File: src/rtl/n3c_pkg.sv
`timescale 1ns / 1ps
package n3c_pkg;
    localparam int MAX_WIDTH = 1024;
    localparam int COEF_BITS = 16;
    localparam int MAX_HEIGHT = 4096;
    localparam int LS_AW = $clog2(MAX_WIDTH);
    localparam int NUM_BITS = 8 + COEF_BITS + 4 + 8;
    localparam int DEN_BITS = COEF_BITS + 4;
    localparam int QUO_BITS = 17;

    localparam logic [2:0] REG_K_TOP = 3'd0;
    localparam logic [2:0] REG_K_MID = 3'd1;
    localparam logic [2:0] REG_K_BOT = 3'd2;
    localparam logic [2:0] REG_WIDTH = 3'd3;
    localparam logic [2:0] REG_HEIGHT = 3'd4;

    typedef struct packed {
        logic [8:0][7:0] win;
        logic [11:0] row;
        logic [9:0] col;
        logic last;
    } job_t;

    typedef struct packed {
        logic [16:0] filtered_value;
        logic [11:0] out_row;
        logic [9:0] out_col;
        logic last;
    } result_t;
endpackage

File: src/rtl/n3c_queue.sv
`timescale 1ns / 1ps
module n3c_queue (
    input  logic          clk,
    input  logic          rst_n,
    input  logic          in_valid,
    input  n3c_pkg::job_t in_job,
    output logic          in_ready,
    output logic          out_valid,
    output n3c_pkg::job_t out_job,
    input  logic          out_ready
);
    import n3c_pkg::*;
    job_t q_reg [2];
    logic [1:0] cnt_reg;
    logic wr_ptr_reg, rd_ptr_reg;
    logic push, pop;

    assign in_ready = cnt_reg != 2'd2;
    assign out_valid = cnt_reg != 2'd0;
    assign out_job = q_reg[rd_ptr_reg];
    assign push = in_valid && in_ready;
    assign pop = out_valid && out_ready;

    always_ff @(posedge clk or negedge rst_n)
    begin
        if (!rst_n)
        begin
            cnt_reg <= '0;
            wr_ptr_reg <= 1'b0;
            rd_ptr_reg <= 1'b0;
        end
        else
        begin
            if (push)
            begin
                wr_ptr_reg <= !wr_ptr_reg;
            end
            if (pop)
            begin
                rd_ptr_reg <= !rd_ptr_reg;
            end
            cnt_reg <= cnt_reg + {1'b0, push} - {1'b0, pop};
        end
    end

    always_ff @(posedge clk)
    begin
        if (push)
        begin
            q_reg[wr_ptr_reg] <= in_job;
        end
    end
endmodule

File: config.mk
export PLATFORM = sky130hd
export DESIGN_NAME = n3c_queue
export DESIGN_NICKNAME = d
export VERILOG_FILES = /design/src/rtl/n3c_pkg.sv /design/src/rtl/n3c_queue.sv
export SDC_FILE = /design/constraint.sdc
export NUM_CORES = 1
export LEC_CHECK = 0
export ABC_AREA = 1
export BUFFER_PORTS_ARGS = -buffer_cell sky130_fd_sc_hd__buf_4
export CORE_UTILIZATION = 55
export CTS_BUF_LIST = sky130_fd_sc_hd__clkbuf_16
export DETAILED_ROUTE_END_ITERATION = 10
export PLACE_DENSITY = 0.9
export SYNTH_ARGS = -nofsm -noshare
export SYNTH_HDL_FRONTEND = slang
export SYNTH_SLANG_ARGS = --single-unit
File: constraint.sdc
create_clock -name clk -period 10.55 [get_ports clk]
set_input_delay 0.5275 -clock clk [delete_from_list [all_inputs] [get_ports clk]]
set_output_delay 0.5275 -clock clk [all_outputs]
set_load 0.02 [all_outputs]
==> impl_metrics.ini <==
[timing]
fin_tns_setup_ns = 0
setup_slack_ns = 7.22
finalHoldViolations = 0
maxSlewHeadroom = 0.314
worst_clock_skew_ns = 0.00707
final_min_period_over_clock_period = 0.315
setup_viol = 0
tightest_slew_ns = 1.03
grt_setup_unrepaired = no
maxClockFrequency_mhz = 301
report.final.slew_viol_count = 0
min_period_ns = 3.33

[logic_synthesis]
netlist-cell-type-count = 14
net_count_of_the_mapped_netlist = 628
ys_ff_latch = 194
yosysSeqAreaShare = 0.812
ys_warnings = 0
synthesis.area_um2 = 7150
synth_cells = 528
avgSynthCellArea_um2 = 13.5

[cts]
clock_path_buffers = 2
cts_made_buffers = 17
cts-htree-levels = 4
clock_sink_count = 194
clkTransAtPathRegs_ns = 0.07
post_cts_buffers = 0
tritoncts = yes
clk_root_buffer_cell = clkbuf_16
clk_latency_ns = 0.42

[setup_path]
kind_of_end_point_of_the_critical_path = primary output
crit_fanout = 96
startpoint = rd_ptr_reg
start_kind = flop
worstPathArrival_ns = 2.80
cp_slowest_cell = dfrtp_4
crit-reg2reg-launch = rd_ptr_reg
timing.critical_path.mode_cell = nand2_1
maximum_cell_stage_delay_along_the_critical_path_ns = 1.11
timing_worst_setup_path_type = flop to primary output
path_cells = inv_4 -> nand2_1 -> nand2_1 -> buf_4
critical_path_required_ns = 10.02

[place]
gp_routability_congestion = 0.780
place_worst_setup_slack_ns = 7.78
dp_hpwl_um = 9280
placement.io_buffers = 195

[finish]
drive_gt1_frac = 0.314
area_added_between_synthesis_and_finish_pct = 30.9
number_of_inserted_diodes = 0
largest_register_ffs = 190
fin_nets = 826

[die]
die_height_um = 116
fp-row-count = 41
die_x_um = 116
starting_density_of_the_core = 0.564
pin_count = 196
coreArea_um2 = 12700
design.die.area_um2 = 13500

[min_path]
holdCritStartpoint = in_job[22]
hold_class = input port to flop

[global_route]
overflow = 0
grt.total_usage = 0.224
grt_antenna_before_repair = 0
first_pass_grt_wire_length_um = 21800
grt_start_max_net_pins = 97
grt_pass1_vias = 4433

[power]
power.density_nw_per_um2 = 303
power_leakage_nw = 4.00
worst_ir_drop_vdd_mv = 0.307

[routing]
post_route_ant_nets = 0
detail_route.iter0.violations = 287
drc = 0
detailedRoute.firstPassIterationCount = 5
routed_wire_length_per_instance_um = 16.4
wl_final_um = 15000
vias = 4576
route.detailed.vias_per_inst = 5.02

[job]
maxCapViolCount = 0

[outcome]
outcome = finished clean
==> final cells by class <==
| class | instances | area, um^2 |
|---|---|---|
| clock buffers | 17 | 425 |
| clock inverters | 15 | 195 |
| fillers | 753 | 3310 |
| inverters | 8 | 32.5 |
| multi-input cells | 305 | 1180 |
| flip-flops and latches | 194 | 5810 |
| well taps | 172 | 215 |
| repair buffers | 200 | 1500 |
==> worst max-delay path, delay by kind of cell, from the launching register on <==
kind / cells / cell delay, ns
flip-flops: 1 / 1.11
buffers and inverters: 2 / 0.78
AND/OR/NAND/NOR: 2 / 0.40
==> synth_stat cells <==
cell type	n	area, um^2
inv_4	1	6.26
inv_1	7	26.3
xor2_1	1	8.76
a21oi_1	1	5.00
nor2_1	5	18.8
nand3_1	2	10.0
buf_6	6	67.6
nand2_1	294	1100
o21ai_0	1	5.00
buf_2	12	60.1
edfxtp_1	190	5710
buf_4	3	22.5
ha_1	1	12.5
dfrtp_1	4	100
==> final timing paths <==
| path | to | slack [ns] | depth (start not counted) |
|---|---|---|---|
| setup / recovery | out_job[20] | 7.22 | 4 |
| hold reg to reg | wr_ptr_reg | 0.62 | 2 |
| setup reg to reg | rd_ptr_reg | 8.27 | 2 |
| max in group asynchronous | rd_ptr_reg | 10.00 | 2 |
| min in group asynchronous | rd_ptr_reg | 0.44 | 2 |
| hold / removal | q_reg[1][22] | 0.29 | 1 |
==> layer usage <==
| layer | vias to the layer above | track usage | part of all wire |
|---|---|---|---|
| li1 | 2164 | - | - |
| met2 | 234 | 0.383 | 0.52 |
| met5 | - | 0 | 0 |
| met4 | 0 | 0.108 | 0.024 |
| met1 | 2147 | 0.250 | 0.37 |
| met3 | 31 | 0.0805 | 0.086 |
==> where the power goes <==
| group | switching, W | total, W | internal, W |
|---|---|---|---|
| combinational | 0.000650 | 0.00102 | 0.000367 |
| clock | 0.000262 | 0.000657 | 0.000395 |
| sequential | 0.000105 | 0.00116 | 0.00105 |
| total | 0.00102 | 0.00283 | 0.00181 |
==> cell families (layout without fill, tap and decap cells) <==
family,count (synthesis),after routing,synth area share
AO/OA/AOI/OAI,2,2,0.00140
XOR/XNOR,1,1,0.00122
adder cells (fa/ha/maj),1,1,0.00175
buffers and inverters,29,240,0.0255
flip-flops,194,194,0.812
AND/OR/NAND/NOR,301,301,0.158
==> metrics by stage <==
stage                     instances   util  area [um^2]  hold WS [ns]  total power, W
after floorplan                 528      -         7150         0.232         0.00177
after global placement          878  0.689         8730         0.324         0.00215
after detailed placement        878  0.689         8730         0.328         0.00218
after CTS                       911  0.739         9360         0.271         0.00285
after global routing            911  0.739         9360         0.272         0.00297
final                           911  0.739         9360         0.290         0.00283
==> layout by cell type (no fill, tap or decap), drive strengths merged <==
master | synthesis | final
xor2 | 1 | 1
nor2 | 5 | 5
clkbuf | 0 | 17
buf | 21 | 199
nand3 | 2 | 2
bufinv | 0 | 4
o21ai | 1 | 1
nand2 | 294 | 294
a21oi | 1 | 1
edfxtp | 190 | 190
clkinv | 0 | 3
dlygate4sd3 | 0 | 1
inv | 8 | 11
ha | 1 | 1
clkinvlp | 0 | 5
dfrtp | 4 | 4
==> what timing repair did <==
item,4_1_cts,5_1_grt
gates resized for setup,0,0
hold endpoints to repair,4,0
hold buffers,1,0
No activity file was read; power rests on OpenSTA's default activity.
