$ cat config.mk
export PLATFORM = sky130hd
export DESIGN_NAME = n3c_back_flat
export DESIGN_NICKNAME = d
export VERILOG_FILES = /design/src/rtl/n3c_pkg.sv /design/src/rtl/n3c_if.sv /design/src/rtl/n3c_back.sv /design/src/flat_wrapper.sv
export SDC_FILE = /design/constraint.sdc
export NUM_CORES = 1
export LEC_CHECK = 0
export BUFFER_PORTS_ARGS = -buffer_cell sky130_fd_sc_hd__buf_2
export CORE_MARGIN = 2
export CORE_UTILIZATION = 54
export DETAILED_ROUTE_END_ITERATION = 10
export PLACE_DENSITY_LB_ADDON = 0.08
export SLEW_MARGIN = 20
export SYNTH_ARGS = -nofsm -noshare
export SYNTH_HDL_FRONTEND = slang
export SYNTH_SLANG_ARGS = --single-unit
$ cat constraint.sdc
create_clock -name clk -period 8.3 [get_ports clk]
set_clock_uncertainty 0.15 [all_clocks]
set_input_delay 0.415 -clock clk [delete_from_list [all_inputs] [get_ports clk]]
set_output_delay 0.415 -clock clk [all_outputs]
set_load 0.02 [all_outputs]
$ cat src/rtl/n3c_pkg.sv
`timescale 1ns / 1ps
package n3c_pkg;
    localparam int MAX_WIDTH = 1024;
    localparam int COEF_BITS = 16;
    localparam int MAX_HEIGHT = 4096;
    localparam int LS_AW = $clog2(MAX_WIDTH);
    localparam int NUM_BITS = 8 + COEF_BITS + 4 + 8;
    localparam int DEN_BITS = COEF_BITS + 4;
    localparam int QUO_BITS = 17;

    localparam logic [2:0] REG_K_TOP = 3'd0;
    localparam logic [2:0] REG_K_MID = 3'd1;
    localparam logic [2:0] REG_K_BOT = 3'd2;
    localparam logic [2:0] REG_WIDTH = 3'd3;
    localparam logic [2:0] REG_HEIGHT = 3'd4;

    typedef struct packed {
        logic [8:0][7:0] win;
        logic [11:0] row;
        logic [9:0] col;
        logic last;
    } job_t;

    typedef struct packed {
        logic [16:0] filtered_value;
        logic [11:0] out_row;
        logic [9:0] out_col;
        logic last;
    } result_t;
endpackage

$ cat src/rtl/n3c_if.sv


interface n3c_res_if (input logic clk);
    logic valid;
    logic ready;
    logic signed [16:0] filtered_value;
    logic [11:0] out_row;
    logic [9:0] out_col;
    logic last;
    modport source (output valid, filtered_value, out_row, out_col, last, input ready);
    modport sink (input valid, filtered_value, out_row, out_col, last, output ready);
endinterface


$ cat src/rtl/n3c_back.sv
`timescale 1ns / 1ps
module n3c_back (
    input  logic          clk,
    input  logic          rst_n,
    input  logic          job_valid,
    input  n3c_pkg::job_t job,
    output logic          job_ready,
    input  logic [2:0][47:0] kernel,
    n3c_res_if.source     res
);
    import n3c_pkg::*;

    // MAC over 9 taps, then restoring divide 1 bit per cycle unless the coefficient magnitude sum is zero
    typedef enum logic [2:0] {S_IDLE, S_MAC, S_SETUP, S_DIV, S_OUT} state_t;
    state_t state_reg;

    job_t job_reg;
    logic [3:0] tap_reg;
    logic signed [NUM_BITS-1:0] acc_reg;
    logic [DEN_BITS-1:0] den_reg;
    logic [NUM_BITS-1:0] num_reg;
    logic [DEN_BITS:0] rem_reg;
    logic [5:0] bit_reg;
    logic neg_reg;
    logic [3:0] k_idx;
    logic [1:0] k_row;
    logic [3:0] k_col;
    logic signed [COEF_BITS-1:0] coef;
    logic signed [8+COEF_BITS:0] prod;
    logic [COEF_BITS-1:0] coef_abs;
    logic [DEN_BITS:0] rem_sh;
    logic [16:0] q_fix;

    always_comb
    begin
        k_idx = 4'd8 - tap_reg;
        k_row = (k_idx >= 4'd6) ? 2'd2 : (k_idx >= 4'd3) ? 2'd1 : 2'd0;
        k_col = k_idx - 4'(k_row) * 4'd3;
        coef = kernel[k_row][6'(k_col) * 6'(COEF_BITS) +: COEF_BITS];
        prod = $signed({1'b0, job_reg.win[tap_reg]}) * coef;
        coef_abs = coef[COEF_BITS-1] ? COEF_BITS'(-coef) : coef;
        rem_sh = {rem_reg[DEN_BITS-1:0], num_reg[NUM_BITS-1]};
        q_fix = 17'(num_reg);
    end

    assign job_ready = (state_reg == S_IDLE);

    always_ff @(posedge clk or negedge rst_n)
    begin
        if (!rst_n)
        begin
            state_reg <= S_IDLE;
            res.valid <= 1'b0;
        end
        else
        begin
            case (state_reg)
                S_IDLE:
                begin
                    if (job_valid)
                    begin
                        job_reg <= job;
                        tap_reg <= '0;
                        acc_reg <= '0;
                        den_reg <= '0;
                        state_reg <= S_MAC;
                    end
                end
                S_MAC:
                begin
                    acc_reg <= acc_reg + NUM_BITS'(prod);
                    den_reg <= den_reg + DEN_BITS'(coef_abs);
                    tap_reg <= tap_reg + 4'd1;
                    if (tap_reg == 4'd8)
                    begin
                        state_reg <= S_SETUP;
                    end
                end
                S_SETUP:
                begin
                    neg_reg <= (den_reg == '0) ? 1'b0 : acc_reg[NUM_BITS-1];
                    num_reg <= (den_reg == '0) ? '0 :
                               (acc_reg[NUM_BITS-1] ? NUM_BITS'(-acc_reg) : acc_reg) << 8;
                    rem_reg <= '0;
                    bit_reg <= 6'(NUM_BITS);
                    state_reg <= (den_reg == '0) ? S_OUT : S_DIV;
                end
                S_DIV:
                begin
                    if (rem_sh >= {1'b0, den_reg})
                    begin
                        rem_reg <= rem_sh - {1'b0, den_reg};
                        num_reg <= {num_reg[NUM_BITS-2:0], 1'b1};
                    end
                    else
                    begin
                        rem_reg <= rem_sh;
                        num_reg <= {num_reg[NUM_BITS-2:0], 1'b0};
                    end
                    bit_reg <= bit_reg - 6'd1;
                    if (bit_reg == 6'd1)
                    begin
                        state_reg <= S_OUT;
                    end
                end
                S_OUT:
                begin
                    if (!res.valid || res.ready)
                    begin
                        res.valid <= 1'b1;
                        res.filtered_value <= neg_reg ? -q_fix : q_fix;
                        res.out_row <= job_reg.row;
                        res.out_col <= job_reg.col;
                        res.last <= job_reg.last;
                        state_reg <= S_IDLE;
                    end
                end
                default:
                begin
                    state_reg <= S_IDLE;
                end
            endcase
            if (res.valid && res.ready && !(state_reg == S_OUT))
            begin
                res.valid <= 1'b0;
            end
        end
    end
endmodule

$ cat src/flat_wrapper.sv
// flat-port wrapper written by rule: the top's interface ports become plain ports
module n3c_back_flat import n3c_pkg::*;
  (clk, rst_n, job_valid, job, job_ready, kernel, res_valid, res_filtered_value, res_out_row, res_out_col, res_last, res_ready);
  n3c_res_if res_i (.clk(clk));
  input  logic clk;
  input  logic rst_n;
  input  logic job_valid;
  input  n3c_pkg::job_t job;
  output logic job_ready;
  input  logic [2:0][47:0] kernel;
  output wire logic [$bits(res_i.valid)-1:0] res_valid;
  output wire logic [$bits(res_i.filtered_value)-1:0] res_filtered_value;
  output wire logic [$bits(res_i.out_row)-1:0] res_out_row;
  output wire logic [$bits(res_i.out_col)-1:0] res_out_col;
  output wire logic [$bits(res_i.last)-1:0] res_last;
  input wire logic [$bits(res_i.ready)-1:0] res_ready;
  assign res_valid = res_i.valid;
  assign res_filtered_value = res_i.filtered_value;
  assign res_out_row = res_i.out_row;
  assign res_out_col = res_i.out_col;
  assign res_last = res_i.last;
  assign res_i.ready = res_ready;
  n3c_back u_core (.clk(clk), .rst_n(rst_n), .job_valid(job_valid), .job(job), .job_ready(job_ready), .kernel(kernel), .res(res_i));
endmodule
==> flow_metrics.py <==
metrics = {
    "outcome": {
        "outcome": "finished clean",
    },
    "timing": {
        "final_hold_viol_count": 0,
        "fmax_ghz": 0.1249,
        "drv_slew": 0,
        "max_slew_margin": 0.3622,
        "worst_pin_slew_ns": 0.9467,
        "fin_crit_sh": 0.9648,
        "setup_tns_ns": 0,
        "setup_viol": 0,
        "whs_ns": 0.04181,
        "post-route-min-period_ns": 8.008,
    },
    "floorplanning": {
        "dieArea_mm2": 0.03901,
        "io_pins": 285,
        "row_count": 70,
        "coreArea_mm2": 0.03679,
        "die_x_um": 197.5,
        "initial_core_util": 0.5497,
        "die_h_um": 197.5,
    },
    "critical_path": {
        "cpPeakStageDelay_ns": 0.56,
        "criticalPathCategory": "flop to flop",
        "crit_path_end_kind": "flop",
        "required_ns": 8.57,
        "slowest_stage": "fa_1",
        "critPathLaunchType": "flop",
        "crit_top_cell": "fa_1",
        "cp.arrival_ns": 8.27,
        "cp_max_fo": 8,
    },
    "logic_synthesis": {
        "synthDistinctLibCells": 81,
        "synth_edf_count": 258,
        "synthCells": 1880,
        "async_flop_share": 0.01527,
        "ys_seq_area_frac": 0.3881,
        "synth_area_mm2": 0.02022,
        "postSynthNetCount": 2374,
        "synth_seq_cells": 262,
        "syn_area_per_cell_um2": 10.75,
        "ys_warn_count": 0,
        "ys_dominant_reg_cell": "edfxtp_1",
    },
    "drt": {
        "first_iter_violations": 972,
        "wl_per_cell_um": 18.00,
        "routed_via_density": 5.514,
        "route.top_layer_used": "met4",
        "met2_length_um": 23980,
        "met1Wirelength_um": 22180,
        "vias": 15380,
        "antenna_left": 0,
        "drtPass1Iterations": 5,
        "wl_met3_um": 2844,
        "post-route-drc-count": 0,
        "routed_wl_um": 50210,
    },
    "place": {
        "dpl.hpwl_um": 37270,
        "place.gp.congestion": 0.8905,
        "port_buffers": 284,
        "dpl_cell_area_mm2": 0.02243,
    },
    "worst_hold_path": {
        "hp-class": "input pin to flop",
    },
    "clock_network": {
        "clockBufferDepth": 3,
        "cts_buffers": 29,
        "cts_tree": "yes",
        "cts.sink_count": 262,
        "htreeDepth": 1,
        "clk_pin_slew_ns": 0.07,
        "clk_latency_ns": 0.60,
        "clk_root_buffer_cell": "clkbuf_16",
    },
    "final_layout": {
        "utilization": 0.6700,
        "drive_gt1_frac": 0.2176,
        "finalNetCount": 2794,
        "largest_register_ffs": 95,
        "fin_area_mm2": 0.02464,
        "diodes": 0,
        "area_delta_synth_final_pct": 21.89,
    },
    "grt": {
        "antenna_found_initial": 1,
        "grt_max_degree": 73,
        "grt_usage": 0.2567,
        "grt_pass1_wl_um": 79070,
        "grt_pass1_vias": 15240,
        "overflow": 0,
    },
    "run": {
        "maxCapViolations": 0,
    },
}
[per-stage QoR]
| stage | cells | worst slack, ns |
|---|---|---|
| 6_report | 2789 | 0.2921 |
| 5_1_grt | 2789 | -0.05172 |
| 3_3_place_gp | 2623 | 0.1864 |
| 4_1_cts | 2771 | 0.005391 |
| 2_1_floorplan | 1880 | 0.02130 |
| 3_5_place_dp | 2623 | 0.05312 |
[worst paths after layout]
kind	from	to	slack, ns	depth (start not counted)
worst min-delay path	res_ready	u_core.state_reg[2]	0.04	3
min in group asynchronous	rst_n	u_core.state_reg[2]	0.07	2
worst min register to register	u_core.job_reg[22]	u_core.res.out_row[11]	0.27	0
max in group asynchronous	rst_n	u_core.res.valid	7.76	2
worst max register to register	u_core.tap_reg[1]	u_core.acc_reg[32]	0.29	31
worst max-delay path	u_core.tap_reg[1]	u_core.acc_reg[32]	0.29	31
[synth_stat cells (16+ instances only)]
master / instances / area, µm²
nand3_1: 21 / 105.1
nand2_1: 158 / 593.1
a21o_1: 35 / 262.8
nand2b_1: 16 / 100.1
o21ai_0: 76 / 380.4
a211o_1: 16 / 140.1
clkbuf_1: 42 / 157.7
edfxtp_1: 258 / 7747
mux4_2: 22 / 495.5
nor2_1: 203 / 762.0
xnor2_1: 89 / 779.5
and3_1: 18 / 112.6
fa_1: 137 / 2743
a21oi_1: 85 / 425.4
mux2i_1: 63 / 630.6
xor2_1: 33 / 289.0
ha_1: 114 / 1426
inv_1: 214 / 803.3
o31ai_1: 21 / 157.7
nor3_1: 22 / 110.1
[cell families after synthesis]
group | share of synthesized area
multiplexers | 0.05644
AO/OA/AOI/OAI | 0.1188
AND/OR/NAND/NOR | 0.1191
XOR/XNOR | 0.05557
buffers and inverters | 0.05582
adder cells (fa/ha/maj) | 0.2062
flip-flops | 0.3881
[timing repair]
action	CTS	global route
setup buffers	0	16
resized for setup	0	40
hold buffers	96	0
hold endpoints to repair	99	0
endpoints found under the setup margin	0	16
[cell usage in the layout (no fill, tap or decap), drive strengths merged, types with 8 or more instances in the layout]
cell type and n:
o21a 9, mux4 22, clkbuf 34, fa 137
nand3 22, a31oi 19, a211oi 9, xor2 34
and3 18, edfxtp 258, nor4 9, nand2 160
o21bai 12, ha 114, mux2i 63, a211o 16
a21o 35, nor3 22, o31ai 23, buf 361
or3 11, and2 11, or4 8, a21oi 85
nor2b 11, inv 218, o211ai 13, nor2 205
clkinv 9, nand2b 16, o21ai 87, xnor2 90
dlygate4sd3 96
[area by class of cell]
| type | count | area (µm²) |
|---|---|---|
| clock buffer | 33 | 740.7 |
| clock inverter | 19 | 211.5 |
| fill | 2864 | 12140 |
| inverter | 214 | 803.3 |
| multi-input combinational | 1335 | 11410 |
| sequential | 262 | 7848 |
| tap | 468 | 585.6 |
| timing repair buffer | 458 | 3045 |
[routing by layer]
layer,global-route usage,up-vias
li1,-,7423
met1,0.3598,7404
met2,0.4231,462
met3,0.03739,89
met4,0.06266,0
met5,0,-
[critical path, delay by kind of cell (launching register included)]
kind	cells	cell delay [ns]
compound gates	9	1.93
xor+xnor	1	0.22
fa+ha+maj	7	3.13
buf+inv	6	0.66
flops	1	0.42
simple gates	8	1.30
Power is not shown: default switching activity piles up to over one toggle a cycle in this logic, so the estimate is an artifact.
